## src/sv/bbpf_pkg.sv

```systemverilog
`timescale 1ns / 1ps

package bbpf_pkg;

    localparam int LEN_W   = 16;
    localparam int HDL_W   = 16;
    localparam int BYTES_W = 21;
    localparam int STAT_W  = 3;

    localparam int MAX_RESULTS = 16;
    localparam int RUN_W       = $clog2(MAX_RESULTS + 1);

    localparam logic [BYTES_W-1:0] RESET_CAPACITY = BYTES_W'(32768);

    localparam logic [STAT_W-1:0] ST_ADDED    = 3'd0;
    localparam logic [STAT_W-1:0] ST_NO_ROOM  = 3'd1;
    localparam logic [STAT_W-1:0] ST_EMPTY    = 3'd2;
    localparam logic [STAT_W-1:0] ST_FULL     = 3'd3;
    localparam logic [STAT_W-1:0] ST_DELIVER  = 3'd4;
    localparam logic [STAT_W-1:0] ST_NOTHING  = 3'd5;

    typedef struct packed {
        logic capture;   // input beat taken, latch payload and limit
        logic add;       // perform add and load its result
        logic pop;       // pop head descriptor into pending
        logic emit_pend; // move pending result to output
        logic pend_last; // last flag for emit_pend
        logic emit_none; // load a nothing-extracted result
    } t_dp_cmd;

    typedef struct packed {
        logic out_free;
        logic req_extract;
        logic ring_empty;
        logic run_max;
        logic run_zero;
        logic head_fits;
    } t_dp_sts;

    function automatic logic [BYTES_W-1:0] free_of(input logic [BYTES_W-1:0] cap,
                                                   input logic [BYTES_W-1:0] held);
        free_of = (cap > held) ? (cap - held) : '0;
    endfunction

endpackage

```

## src/sv/bbpf_ctrl.sv

```systemverilog
`timescale 1ns / 1ps

module bbpf_ctrl
    import bbpf_pkg::*;
(
    input  logic    i_clk,
    input  logic    i_rst_n,
    input  logic    i_in_valid,
    output logic    o_in_ready,
    input  t_dp_sts i_sts,
    output t_dp_cmd o_cmd
);

    localparam logic [1:0] S_IDLE   = 2'd0;
    localparam logic [1:0] S_ADD    = 2'd1;
    localparam logic [1:0] S_EXT_RD = 2'd2;
    localparam logic [1:0] S_EXT_CK = 2'd3;

    logic [1:0] r_state;
    logic [1:0] n_state;
    logic       w_pop_ok;

    assign w_pop_ok = !i_sts.ring_empty && !i_sts.run_max && i_sts.head_fits;

    always_comb begin
        n_state    = r_state;
        o_cmd      = '0;
        o_in_ready = 1'b0;
        unique case (r_state)
            S_IDLE: begin
                o_in_ready = 1'b1;
                if (i_in_valid) begin
                    o_cmd.capture = 1'b1;
                    n_state = i_sts.req_extract ? S_EXT_RD : S_ADD;
                end
            end
            S_ADD: begin
                if (i_sts.out_free) begin
                    o_cmd.add = 1'b1;
                    n_state   = S_IDLE;
                end
            end
            S_EXT_RD: begin
                n_state = S_EXT_CK;
            end
            S_EXT_CK: begin
                if (w_pop_ok) begin
                    if (i_sts.run_zero) begin
                        o_cmd.pop = 1'b1;
                        n_state   = S_EXT_RD;
                    end else if (i_sts.out_free) begin
                        o_cmd.pop       = 1'b1;
                        o_cmd.emit_pend = 1'b1;
                        n_state         = S_EXT_RD;
                    end
                end else if (i_sts.out_free) begin
                    if (i_sts.run_zero) begin
                        o_cmd.emit_none = 1'b1;
                    end else begin
                        o_cmd.emit_pend = 1'b1;
                        o_cmd.pend_last = 1'b1;
                    end
                    n_state = S_IDLE;
                end
            end
            default: n_state = S_IDLE;
        endcase
    end

    always_ff @(posedge i_clk) begin
        if (!i_rst_n) begin
            r_state <= S_IDLE;
        end else begin
            r_state <= n_state;
        end
    end

endmodule

```

## src/sv/bbpf_dp.sv

```systemverilog
`timescale 1ns / 1ps

module bbpf_dp
    import bbpf_pkg::*;
#(
    parameter int QUEUE_DEPTH = 16
) (
    input  logic               i_clk,
    input  logic               i_rst_n,
    input  t_dp_cmd            i_cmd,
    output t_dp_sts            o_sts,
    input  logic               i_cfg_wr,
    input  logic [BYTES_W-1:0] i_cfg_data,
    input  logic               i_mode,
    input  logic [LEN_W-1:0]   i_packet_length,
    input  logic [HDL_W-1:0]   i_packet_handle,
    input  logic [BYTES_W-1:0] i_extract_budget,
    input  logic               i_out_ready,
    output logic               o_out_valid,
    output logic [STAT_W-1:0]  o_status,
    output logic [HDL_W-1:0]   o_out_handle,
    output logic [LEN_W-1:0]   o_out_length,
    output logic               o_last_of_run,
    output logic [BYTES_W-1:0] o_bytes_held_now,
    output logic [BYTES_W-1:0] o_bytes_free_now
);

    localparam int IDX_W = $clog2(QUEUE_DEPTH);
    localparam int CNT_W = $clog2(QUEUE_DEPTH + 1);
    localparam logic [IDX_W-1:0] LAST_IDX = IDX_W'(QUEUE_DEPTH - 1);
    localparam logic [CNT_W-1:0] FULL_CNT = CNT_W'(QUEUE_DEPTH);

    logic [HDL_W+LEN_W-1:0] r_ring [QUEUE_DEPTH];
    logic [HDL_W+LEN_W-1:0] r_rdata;

    logic [IDX_W-1:0]   r_head;
    logic [IDX_W-1:0]   r_tail;
    logic [CNT_W-1:0]   r_count;
    logic [BYTES_W-1:0] r_held;
    logic [BYTES_W-1:0] r_cap;

    logic [LEN_W-1:0]   r_len;
    logic [HDL_W-1:0]   r_hdl;
    logic [BYTES_W-1:0] r_limit;
    logic [BYTES_W-1:0] r_total;
    logic [RUN_W-1:0]   r_run;

    logic [HDL_W-1:0]   r_p_hdl;
    logic [LEN_W-1:0]   r_p_len;
    logic [BYTES_W-1:0] r_p_held;

    logic [LEN_W-1:0]   w_plen;
    logic [HDL_W-1:0]   w_phdl;
    logic [BYTES_W:0]   w_sum;
    logic [BYTES_W-1:0] w_free;
    logic [BYTES_W-1:0] w_add_held;
    logic [BYTES_W-1:0] w_pop_held;
    logic [STAT_W-1:0]  w_add_st;
    logic               w_add_ok;
    logic               w_load;

    assign w_plen = r_rdata[LEN_W-1:0];
    assign w_phdl = r_rdata[HDL_W+LEN_W-1:LEN_W];
    assign w_sum  = {1'b0, r_total} + (BYTES_W + 1)'(w_plen);
    assign w_free = free_of(r_cap, r_held);

    always_comb begin
        w_add_ok = 1'b0;
        if ((BYTES_W)'(r_len) > w_free) begin
            w_add_st = ST_NO_ROOM;
        end else if (r_len == '0) begin
            w_add_st = ST_EMPTY;
        end else if (r_count == FULL_CNT) begin
            w_add_st = ST_FULL;
        end else begin
            w_add_st = ST_ADDED;
            w_add_ok = 1'b1;
        end
    end

    assign w_add_held = w_add_ok ? (r_held + BYTES_W'(r_len)) : r_held;
    assign w_pop_held = (r_held >= BYTES_W'(w_plen)) ? (r_held - BYTES_W'(w_plen)) : '0;
    assign w_load     = i_cmd.add || i_cmd.emit_pend || i_cmd.emit_none;

    assign o_sts.out_free    = !o_out_valid || i_out_ready;
    assign o_sts.req_extract = i_mode;
    assign o_sts.ring_empty  = (r_count == '0);
    assign o_sts.run_max     = (r_run == RUN_W'(MAX_RESULTS));
    assign o_sts.run_zero    = (r_run == '0);
    assign o_sts.head_fits   = (w_sum <= {1'b0, r_limit});

    always_ff @(posedge i_clk) begin
        if (i_cmd.add && w_add_ok) begin
            r_ring[r_tail] <= {r_hdl, r_len};
        end
        r_rdata <= r_ring[r_head];
    end

    always_ff @(posedge i_clk) begin
        if (!i_rst_n) begin
            r_head      <= '0;
            r_tail      <= '0;
            r_count     <= '0;
            r_held      <= '0;
            r_cap       <= RESET_CAPACITY;
            o_out_valid <= 1'b0;
        end else begin
            if (i_cfg_wr) begin
                r_cap <= i_cfg_data;
            end
            if (i_cmd.add && w_add_ok) begin
                r_tail  <= (r_tail == LAST_IDX) ? '0 : r_tail + 1'b1;
                r_count <= r_count + 1'b1;
                r_held  <= w_add_held;
            end
            if (i_cmd.pop) begin
                r_head  <= (r_head == LAST_IDX) ? '0 : r_head + 1'b1;
                r_count <= r_count - 1'b1;
                r_held  <= w_pop_held;
            end
            if (w_load) begin
                o_out_valid <= 1'b1;
            end else if (i_out_ready) begin
                o_out_valid <= 1'b0;
            end
        end
    end

    always_ff @(posedge i_clk) begin
        if (i_cmd.capture) begin
            r_len   <= i_packet_length;
            r_hdl   <= i_packet_handle;
            r_limit <= (i_extract_budget < r_held) ? i_extract_budget : r_held;
            r_total <= '0;
            r_run   <= '0;
        end
        if (i_cmd.pop) begin
            r_total  <= w_sum[BYTES_W-1:0];
            r_run    <= r_run + 1'b1;
            r_p_hdl  <= w_phdl;
            r_p_len  <= w_plen;
            r_p_held <= w_pop_held;
        end
        if (i_cmd.add) begin
            o_status         <= w_add_st;
            o_out_handle     <= '0;
            o_out_length     <= '0;
            o_last_of_run    <= 1'b1;
            o_bytes_held_now <= w_add_held;
            o_bytes_free_now <= free_of(r_cap, w_add_held);
        end else if (i_cmd.emit_pend) begin
            o_status         <= ST_DELIVER;
            o_out_handle     <= r_p_hdl;
            o_out_length     <= r_p_len;
            o_last_of_run    <= i_cmd.pend_last;
            o_bytes_held_now <= r_p_held;
            o_bytes_free_now <= free_of(r_cap, r_p_held);
        end else if (i_cmd.emit_none) begin
            o_status         <= ST_NOTHING;
            o_out_handle     <= '0;
            o_out_length     <= '0;
            o_last_of_run    <= 1'b1;
            o_bytes_held_now <= r_held;
            o_bytes_free_now <= w_free;
        end
    end

endmodule

```

## src/sv/byte_budget_packet_fifo.sv

```systemverilog
`timescale 1ns / 1ps

// Packet descriptor FIFO with byte accounting. An add (mode 0) queues a
// handle/length pair if the length is nonzero, fits the free bytes and a slot
// is open, and returns one status beat. An extract (mode 1) pops whole head
// packets while their sum stays within min(budget, bytes held), at most 16 per
// request; each popped packet is one beat, the final beat carries last_of_run,
// and a single nothing-extracted beat is returned when no packet fits. An add
// loads its result in the add state once the output is free. An extract
// passes a read state and a check state per popped packet, set by the
// registered read port of the descriptor ring, and loads its final beat in the
// check state; no new request is taken until the block is idle again. Output
// backpressure stalls the add and check states. The user must write capacity
// through the config channel only while the block is idle; it is not enforced.
module byte_budget_packet_fifo
    import bbpf_pkg::*;
#(
    parameter int QUEUE_DEPTH = 16
) (
    input  logic               i_clk,
    input  logic               i_rst_n,
    input  logic               i_cfg_valid,
    output logic               o_cfg_ready,
    input  logic [BYTES_W-1:0] i_cfg_data,
    input  logic               i_in_valid,
    output logic               o_in_ready,
    input  logic               i_mode,
    input  logic [LEN_W-1:0]   i_packet_length,
    input  logic [HDL_W-1:0]   i_packet_handle,
    input  logic [BYTES_W-1:0] i_extract_budget,
    output logic               o_out_valid,
    input  logic               i_out_ready,
    output logic [STAT_W-1:0]  o_status,
    output logic [HDL_W-1:0]   o_out_handle,
    output logic [LEN_W-1:0]   o_out_length,
    output logic               o_last_of_run,
    output logic [BYTES_W-1:0] o_bytes_held_now,
    output logic [BYTES_W-1:0] o_bytes_free_now
);

    t_dp_cmd w_cmd;
    t_dp_sts w_sts;

    assign o_cfg_ready = 1'b1;

    bbpf_ctrl u_ctrl (
        .i_clk      (i_clk),
        .i_rst_n    (i_rst_n),
        .i_in_valid (i_in_valid),
        .o_in_ready (o_in_ready),
        .i_sts      (w_sts),
        .o_cmd      (w_cmd)
    );

    bbpf_dp #(
        .QUEUE_DEPTH (QUEUE_DEPTH)
    ) u_dp (
        .i_clk            (i_clk),
        .i_rst_n          (i_rst_n),
        .i_cmd            (w_cmd),
        .o_sts            (w_sts),
        .i_cfg_wr         (i_cfg_valid),
        .i_cfg_data       (i_cfg_data),
        .i_mode           (i_mode),
        .i_packet_length  (i_packet_length),
        .i_packet_handle  (i_packet_handle),
        .i_extract_budget (i_extract_budget),
        .i_out_ready      (i_out_ready),
        .o_out_valid      (o_out_valid),
        .o_status         (o_status),
        .o_out_handle     (o_out_handle),
        .o_out_length     (o_out_length),
        .o_last_of_run    (o_last_of_run),
        .o_bytes_held_now (o_bytes_held_now),
        .o_bytes_free_now (o_bytes_free_now)
    );

endmodule

```

## config.mk

```make
export PLATFORM = sky130hd
export DESIGN_NAME = byte_budget_packet_fifo
export DESIGN_NICKNAME = d
export VERILOG_FILES = /design/src/sv/bbpf_pkg.sv /design/src/sv/bbpf_ctrl.sv /design/src/sv/bbpf_dp.sv /design/src/sv/byte_budget_packet_fifo.sv
export SDC_FILE = /design/constraint.sdc
export NUM_CORES = 1
export LEC_CHECK = 0
export BUFFER_PORTS_ARGS = -buffer_cell sky130_fd_sc_hd__clkbuf_2
export CAP_MARGIN = 10
export CORE_ASPECT_RATIO = 1.5
export CORE_MARGIN = 4
export CORE_UTILIZATION = 45
export CTS_CLUSTER_DIAMETER = 100
export DETAILED_ROUTE_END_ITERATION = 7
export GPL_ROUTABILITY_DRIVEN = 0
export PLACE_DENSITY = 0.7
export SLEW_MARGIN = 20
export SYNTH_ARGS = -nofsm -noshare
export SYNTH_HDL_FRONTEND = slang
export SYNTH_HIERARCHICAL = 1
export SYNTH_SLANG_ARGS = --single-unit
```

## constraint.sdc

```tcl
create_clock -name i_clk -period 7.5 [get_ports i_clk]
set_input_delay 1.5 -clock i_clk [delete_from_list [all_inputs] [get_ports i_clk]]
set_output_delay 1.5 -clock i_clk [all_outputs]
set_load 0.02 [all_outputs]
```

Word-level counts from Yosys, hierarchy flattened

Memories as Yosys holds them, arrays and structs flattened. A register that Yosys moved wholly into a read port is not among the register bits.
Index checks and enable logic that the tools add are counted.

Register bits: 268
Bits in latches: 0
Bits in writable memories: 512
Memory bits (read-only): 0
Bits of input ports: 80
Memories: 1

Memory list:

| memory      | depth | width | rd ports | clocked after memory_dff | write ports | RTL line      | text |
|---|---|---|---|---|---|---|---|
| u_dp.r_ring | 16    | 32    | 1        | 1                        | 1           | bbpf_dp.sv:33 | `logic [HDL_W+LEN_W-1:0] r_ring [QUEUE_DEPTH];` |

Add/subtract/negate cells: 11
Multiply operators: 0
Divide/modulo/power cells: 0
Order comparisons: 7
Equal/unequal tests: 9
Shift-type cells: 0
Mux-type cells: 62
Bitwise operators: 0
Reduce and logical (&&, ||, !) cells: 19

Operators with widths:

| kind                                         | number |
|---|---|
| two-way mux 21 bit                           | 16 |
| greater-than comparator 21 bit               | 3 |
| subtractor 21 bit                            | 3 |
| two-way mux 16 bit                           | 3 |
| adder 21 x 16 -> 22 bit                      | 1 |
| less-or-equal comparator 22 x 21 -> 1 bit    | 1 |
| adder 21 x 16 -> 21 bit                      | 1 |
| greater-or-equal comparator 21 x 16 -> 1 bit | 1 |
| greater-than comparator 16 x 21 -> 1 bit     | 1 |
| less-than comparator 21 bit                  | 1 |
| subtractor 21 x 16 -> 21 bit                 | 1 |
| two-way mux 2 bit                            | 10 |
| two-way mux 5 bit                            | 4 |
| two-way mux 1 bit                            | 19 |
| two-way mux 3 bit                            | 6 |
| zero test 16 bit                             | 1 |
| two-way mux 4 bit                            | 3 |
| adder 5 x 1 -> 5 bit (second input constant) | 2 |
| equality test 5 bit (second input constant)  | 2 |
| zero test 5 bit                              | 2 |
| adder 4 x 1 -> 4 bit (second input constant) | 2 |
| equality test 4 bit (second input constant)  | 2 |
| one-hot mux 2 bit (4 select lines)           | 1 |
| nonzero test 2 bit                           | 4 |
| 11 further kinds                             | 18 |

Logic depth before layout (Yosys ltp)

Depth after elaboration: 9
Depth in mapped cells: 40
Depth with buffers taken out: 38

Modules after synthesis

The synthesis kept the hierarchy.

By module, submodules not included:

| module                  | times used | cells an instance | area each (um^2) |
|---|---|---|---|
| bbpf_dp                 | 1          | 2568              | 37354.6 |
| bbpf_ctrl               | 1          | 20                | 161.4 |
| byte_budget_packet_fifo | 1          | 2                 | 11.3 |

Least setup slack after synthesis

Ideal clock, no wire load.

Kind: reg2reg
Start: register u_dp.r_held[16]
End: register u_dp.o_bytes_free_now[14] (data pin)
Library setup time: 0.271 ns
Arrival time: 7.793 ns
Data required time: 7.229 ns
Path slack: -0.565 ns
Stages on the path, launching flop included: 38
Buffers on the path: 6
Path through: dfxtp_1 -> clkbuf_1 -> inv_1 -> ha_1 -> clkbuf_1 -> and4_1 -> and3_1 -> a22o_1 -> a211oi_1 -> and2_1 -> nor2_1 -> clkbuf_1 -> nand2_1 -> ha_1 -> and3_1 -> a221o_1 -> nand2_1 -> nand3_1 -> [2 not listed] -> a211oi_4 -> buf_4 -> buf_2 -> buf_1 -> o21ai_0 -> ha_1 -> inv_1 -> ha_1 -> a41oi_1 -> maj3_2 -> maj3_2 -> o22a_1 -> a2111oi_1 -> nor3_2 -> maj3_1 -> a21oi_1 -> xnor2_1 -> o221ai_1

Cells in the longest elaborated chain, start to end: 8

RTL lines:

| item                                                                | RTL line       | text |
|---|---|---|
| start, declared                                                     | bbpf_dp.sv:39  | `logic [BYTES_W-1:0] r_held;` |
| start signal, assigned                                              | bbpf_dp.sv:114 | `r_held <= w_add_held;` |
| start signal, assigned                                              | bbpf_dp.sv:119 | `r_held <= w_pop_held;` |
| subtractor 21 bit or greater-than comparator 21 bit (tied branches) | bbpf_pkg.sv:42 | `free_of = (cap > held) ? (cap - held) : '0;` |
| two-way mux 21 bit                                                  | bbpf_pkg.sv:42 |  |
| greater-than comparator 16 x 21 -> 1 bit                            | bbpf_dp.sv:69  | `if ((BYTES_W)'(r_len) > w_free) begin` |
| two-way mux 1 bit                                                   | bbpf_dp.sv:69  |  |
| two-way mux 21 bit                                                  | bbpf_dp.sv:81  | `assign w_add_held = w_add_ok ? (r_held + BYTES_W'(r_len)) : r_held;` |
| subtractor 21 bit or greater-than comparator 21 bit (tied branches) | bbpf_pkg.sv:42 |  |
| two-way mux 21 bit                                                  | bbpf_pkg.sv:42 |  |
| two-way mux 21 bit *                                                | bbpf_dp.sv:144 | `if (i_cmd.add) begin` |
| end signal, assigned                                                | bbpf_dp.sv:150 | `o_bytes_free_now <= free_of(r_cap, w_add_held);` |
| end signal, assigned                                                | bbpf_dp.sv:157 | `o_bytes_free_now <= free_of(r_cap, r_p_held);` |
| end signal, assigned                                                | bbpf_dp.sv:164 | `o_bytes_free_now <= w_free;` |
| end, declared                                                       | bbpf_dp.sv:25  | `output logic [BYTES_W-1:0] o_bytes_free_now` |

Mark *: on every way between the ends. The rest lies on a longest branch, timed or not. The select of a mux whose other input is x is not followed.
A chain may end at the register's enable or synchronous reset.

Worst setup path in the final report

Start: register u_dp.r_cap[0]
End: register u_dp.o_bytes_free_now[15] (data pin)

Cells in the longest elaborated chain, start to end: 8

RTL lines:

| item                                                                | RTL line       | text |
|---|---|---|
| start, declared                                                     | bbpf_dp.sv:40  | `logic [BYTES_W-1:0] r_cap;` |
| start signal, assigned                                              | bbpf_dp.sv:109 | `r_cap <= i_cfg_data;` |
| subtractor 21 bit or greater-than comparator 21 bit (tied branches) | bbpf_pkg.sv:42 |  |
| two-way mux 21 bit                                                  | bbpf_pkg.sv:42 |  |
| greater-than comparator 16 x 21 -> 1 bit                            | bbpf_dp.sv:69  |  |
| two-way mux 1 bit                                                   | bbpf_dp.sv:69  |  |
| two-way mux 21 bit                                                  | bbpf_dp.sv:81  |  |
| subtractor 21 bit or greater-than comparator 21 bit (tied branches) | bbpf_pkg.sv:42 |  |
| two-way mux 21 bit                                                  | bbpf_pkg.sv:42 |  |
| two-way mux 21 bit *                                                | bbpf_dp.sv:144 |  |

Marks and branches as above.

==> results by group <==
Run status
  – Outcome: finished clean

Floorplanning
  – Num rows: 129
  – Die area: 88,200 um^2
  – Initial Utilization: 45.4%
  – Core area: 82,600 um^2
  – Die height: 362 um
  – Die X: 244 um
  – Ports: 161

Cells and area
  – FF+latch area: 23,200 um^2
  – NumNets Final: 3,116
  – Fill cell count: 6,731
  – Post-route insts no fill: 4,042
  – Layout area overhead: 16.0%
  – Post-route design area: 43,500 um^2
  – Ratio of cells with drive above 1 in the final layout: 23.7%
  – Fin util: 52.7%
  – Multi-input logic area: 13,700 um^2

Global routing
  – Number of global-route vias before repair: 25,200
  – Initial antenna violation count: 1
  – Largest net degree at the start of global routing: 134
  – Total GRT Usage: 23.8%
  – Overflow after GRT: 0
  – First-pass GRT wire length: 157 mm

CTS
  – Htree depth: 3
  – CTS tree: built
  – Num CTS Buffers: 78
  – Hold Buf Count CTS: 0
  – Clk_lat worst skew: 0.66 ns
  – CTS sink cnt: 812
  – Clock Path Buffers: 3
  – Clk root buf: clkbuf_16
  – CTS clk-pin slew, worst paths: 0.06 ns

STA
  – Fin Hold WS: 0.405 ns
  – Max Clk Rate: 0.136 GHz
  – Setup tns final: 0 ns
  – Slew headroom: 25.6%
  – Slew Viols, Final: 0
  – Min cycle time layout: 7.36 ns
  – Final Hold Viols: 0
  – Setup Viol. Count Final: 0
  – Worst Clk Skew: 0.0444 ns
  – Slew @ Worst Pin: 1.11 ns
  – Final period utilization: 98.2%

Place
  – Port bufs: 159
  – Detailed Place HPWL: 72.3 mm
  – Placed inst area: 40,500 um^2
  – Inst Count DP: 3,891

Synthesis
  – #FFs+latches synth: 812
  – Fraction of registers with async set or reset after synthesis: 0%
  – Top cells by count, synth: 689 x edfxtp_1, 179 x nor2_1, 166 x ha_1
  – Yosys warns: 6
  – Syn nets: 2,842
  – Post-synth EDFFs: 689
  – Share of the synthesized area in the top cell type: 55.1%
  – Ys flop type: edfxtp_1
  – Mapped Area: 37,500 um^2
  – Synth area leader: edfxtp_1
  – Most numerous cell in the Yosys netlist: edfxtp_1
  – Post-synth cell types: 88
  – Seq/Total Area, Yosys: 61.7%
  – Top cells by area, synth: edfxtp_1 55%, mux4_2 9.6%, dfxtp_1 6.6%
  – Synthesized instance count: 2,590
  – Synth Area per Inst: 14.5 um^2

Setup path
  – Startpoint Class: flop
  – Worst path slowest cell: mux2i_2
  – CP Max Fanout: 31
  – Worst setup EP type: flop
  – Slowest stage delay, CP: 0.51 ns
  – CP arrival: 7.74 ns
  – Crit Path Category: flop to flop
  – Critical Path RT: 7.88 ns

Drt
  – Routed vias/inst: 6.02
  – Via count: 24,300
  – Total iterations of the first detailed-routing run: 8
  – Initial DRC Count: 2,556
  – Final wirelength: 107 mm
  – Wire per inst: 26.5 um
  – Drt drc: 0
  – Routed Antenna Nets: 0

Power
  – Leakage power: 0.0157 uW
  – Power per cell area: 280 nW/um^2
  – Worst vdd ir: 0.245 mV

Job
  – Max-cap violation count: 0

Worst hold path
  – Tightest Hold Check Type: flop to flop
-- flip-flops by register name, indices dropped and copies added (netlist names), 21 cells and up --
signal	count
u_dp/o_bytes_free_now	21
u_dp/o_bytes_held_now	21
u_dp/r_cap	21
u_dp/r_held	21
u_dp/r_limit	21
u_dp/r_p_held	21
u_dp/r_rdata	32
u_dp/r_ring	512
u_dp/r_total	21
-- worst max-delay path, delay by kind of cell, from the launching register on --
family          cells  cell delay, ns
flops               1            0.31
mux                 1            0.51
buf+inv             5            0.83
simple gates        6            1.02
fa+ha+maj           3            0.92
compound gates     14            3.18
xor+xnor            2            0.30
-- final cells by class --
| type | count | share of cell area, % |
|---|---|---|
| flip-flops and latches | 812 | 53.2 |
| multi-input cells | 1518 | 31.6 |
| clock buffers | 98 | 4.89 |
| repair buffers | 299 | 4.49 |
| well taps | 1113 | 3.20 |
| inverters | 155 | 1.34 |
| clock inverters | 45 | 1.31 |
| diodes | 2 | 0.0115 |
-- report_power, final --
group / internal, uW / switching (uW)
Sequential: 5120 / 131
Combinational: 1080 / 1740
Clock: 2360 / 1760
-- placed cells by master, fill, tap and decap left out, drive strengths merged, types with 33 or more instances in the layout --
cell type    n
a21oi      126
inv        158
o21ai       84
ha         166
and2        49
xnor2       87
buf        140
dfxtp      123
a22o        33
clkbuf     257
mux4       160
edfxtp     689
nand2      114
nor2       180
a21o        45
-- cell families (layout without fill, tap and decap cells) --
group                    Yosys count  after routing  share of synthesized area (%)
buffers and inverters            260            597                           2.64
multiplexers                     217            217                           11.3
AO/OA/AOI/OAI                    510            510                           9.39
other                              1              3                        0.00999
flip-flops                       812            812                           61.7
adder cells (fa/ha/maj)          179            179                           6.05
XOR/XNOR                         118            118                           2.75
AND/OR/NAND/NOR                  493            493                           6.21
-- worst paths after layout --
path / start / endpoint / slack [ns] / depth (start not counted)
worst min register to register: u_dp/r_rdata[19] / u_dp/r_p_hdl[3] / 0.41 / 0
worst min-delay path: u_dp/r_rdata[19] / u_dp/r_p_hdl[3] / 0.41 / 0
worst max register to register: u_dp/r_cap[0] / u_dp/o_bytes_free_now[15] / 0.14 / 31
worst max-delay path: u_dp/r_cap[0] / u_dp/o_bytes_free_now[15] / 0.14 / 31
-- layer usage --
layer | track usage [%] | wire length (um)
met4 | 13.7 | 7040
met3 | 3.85 | 7630
met1 | 27.9 | 38300
met2 | 41.7 | 54000
met5 | 0 | 0
-- through the flow --
stage	setup slack (ns)	power (uW)
floorplan	-0.0185	7030
global placement	-0.0889	7900
detailed placement	-0.0580	7960
CTS	0.0157	12100
global route	-0.125	12700
finish	0.138	12200
-- repair_timing --
action | CTS | global route
setup endpoints to repair | 4 | 84
endpoints found under the hold margin | 0 | 0
gates resized for setup | 4 | 50
setup buffers | 2 | 3
pin swaps | 1 | 8
No activity file was read; power rests on OpenSTA's default activity.
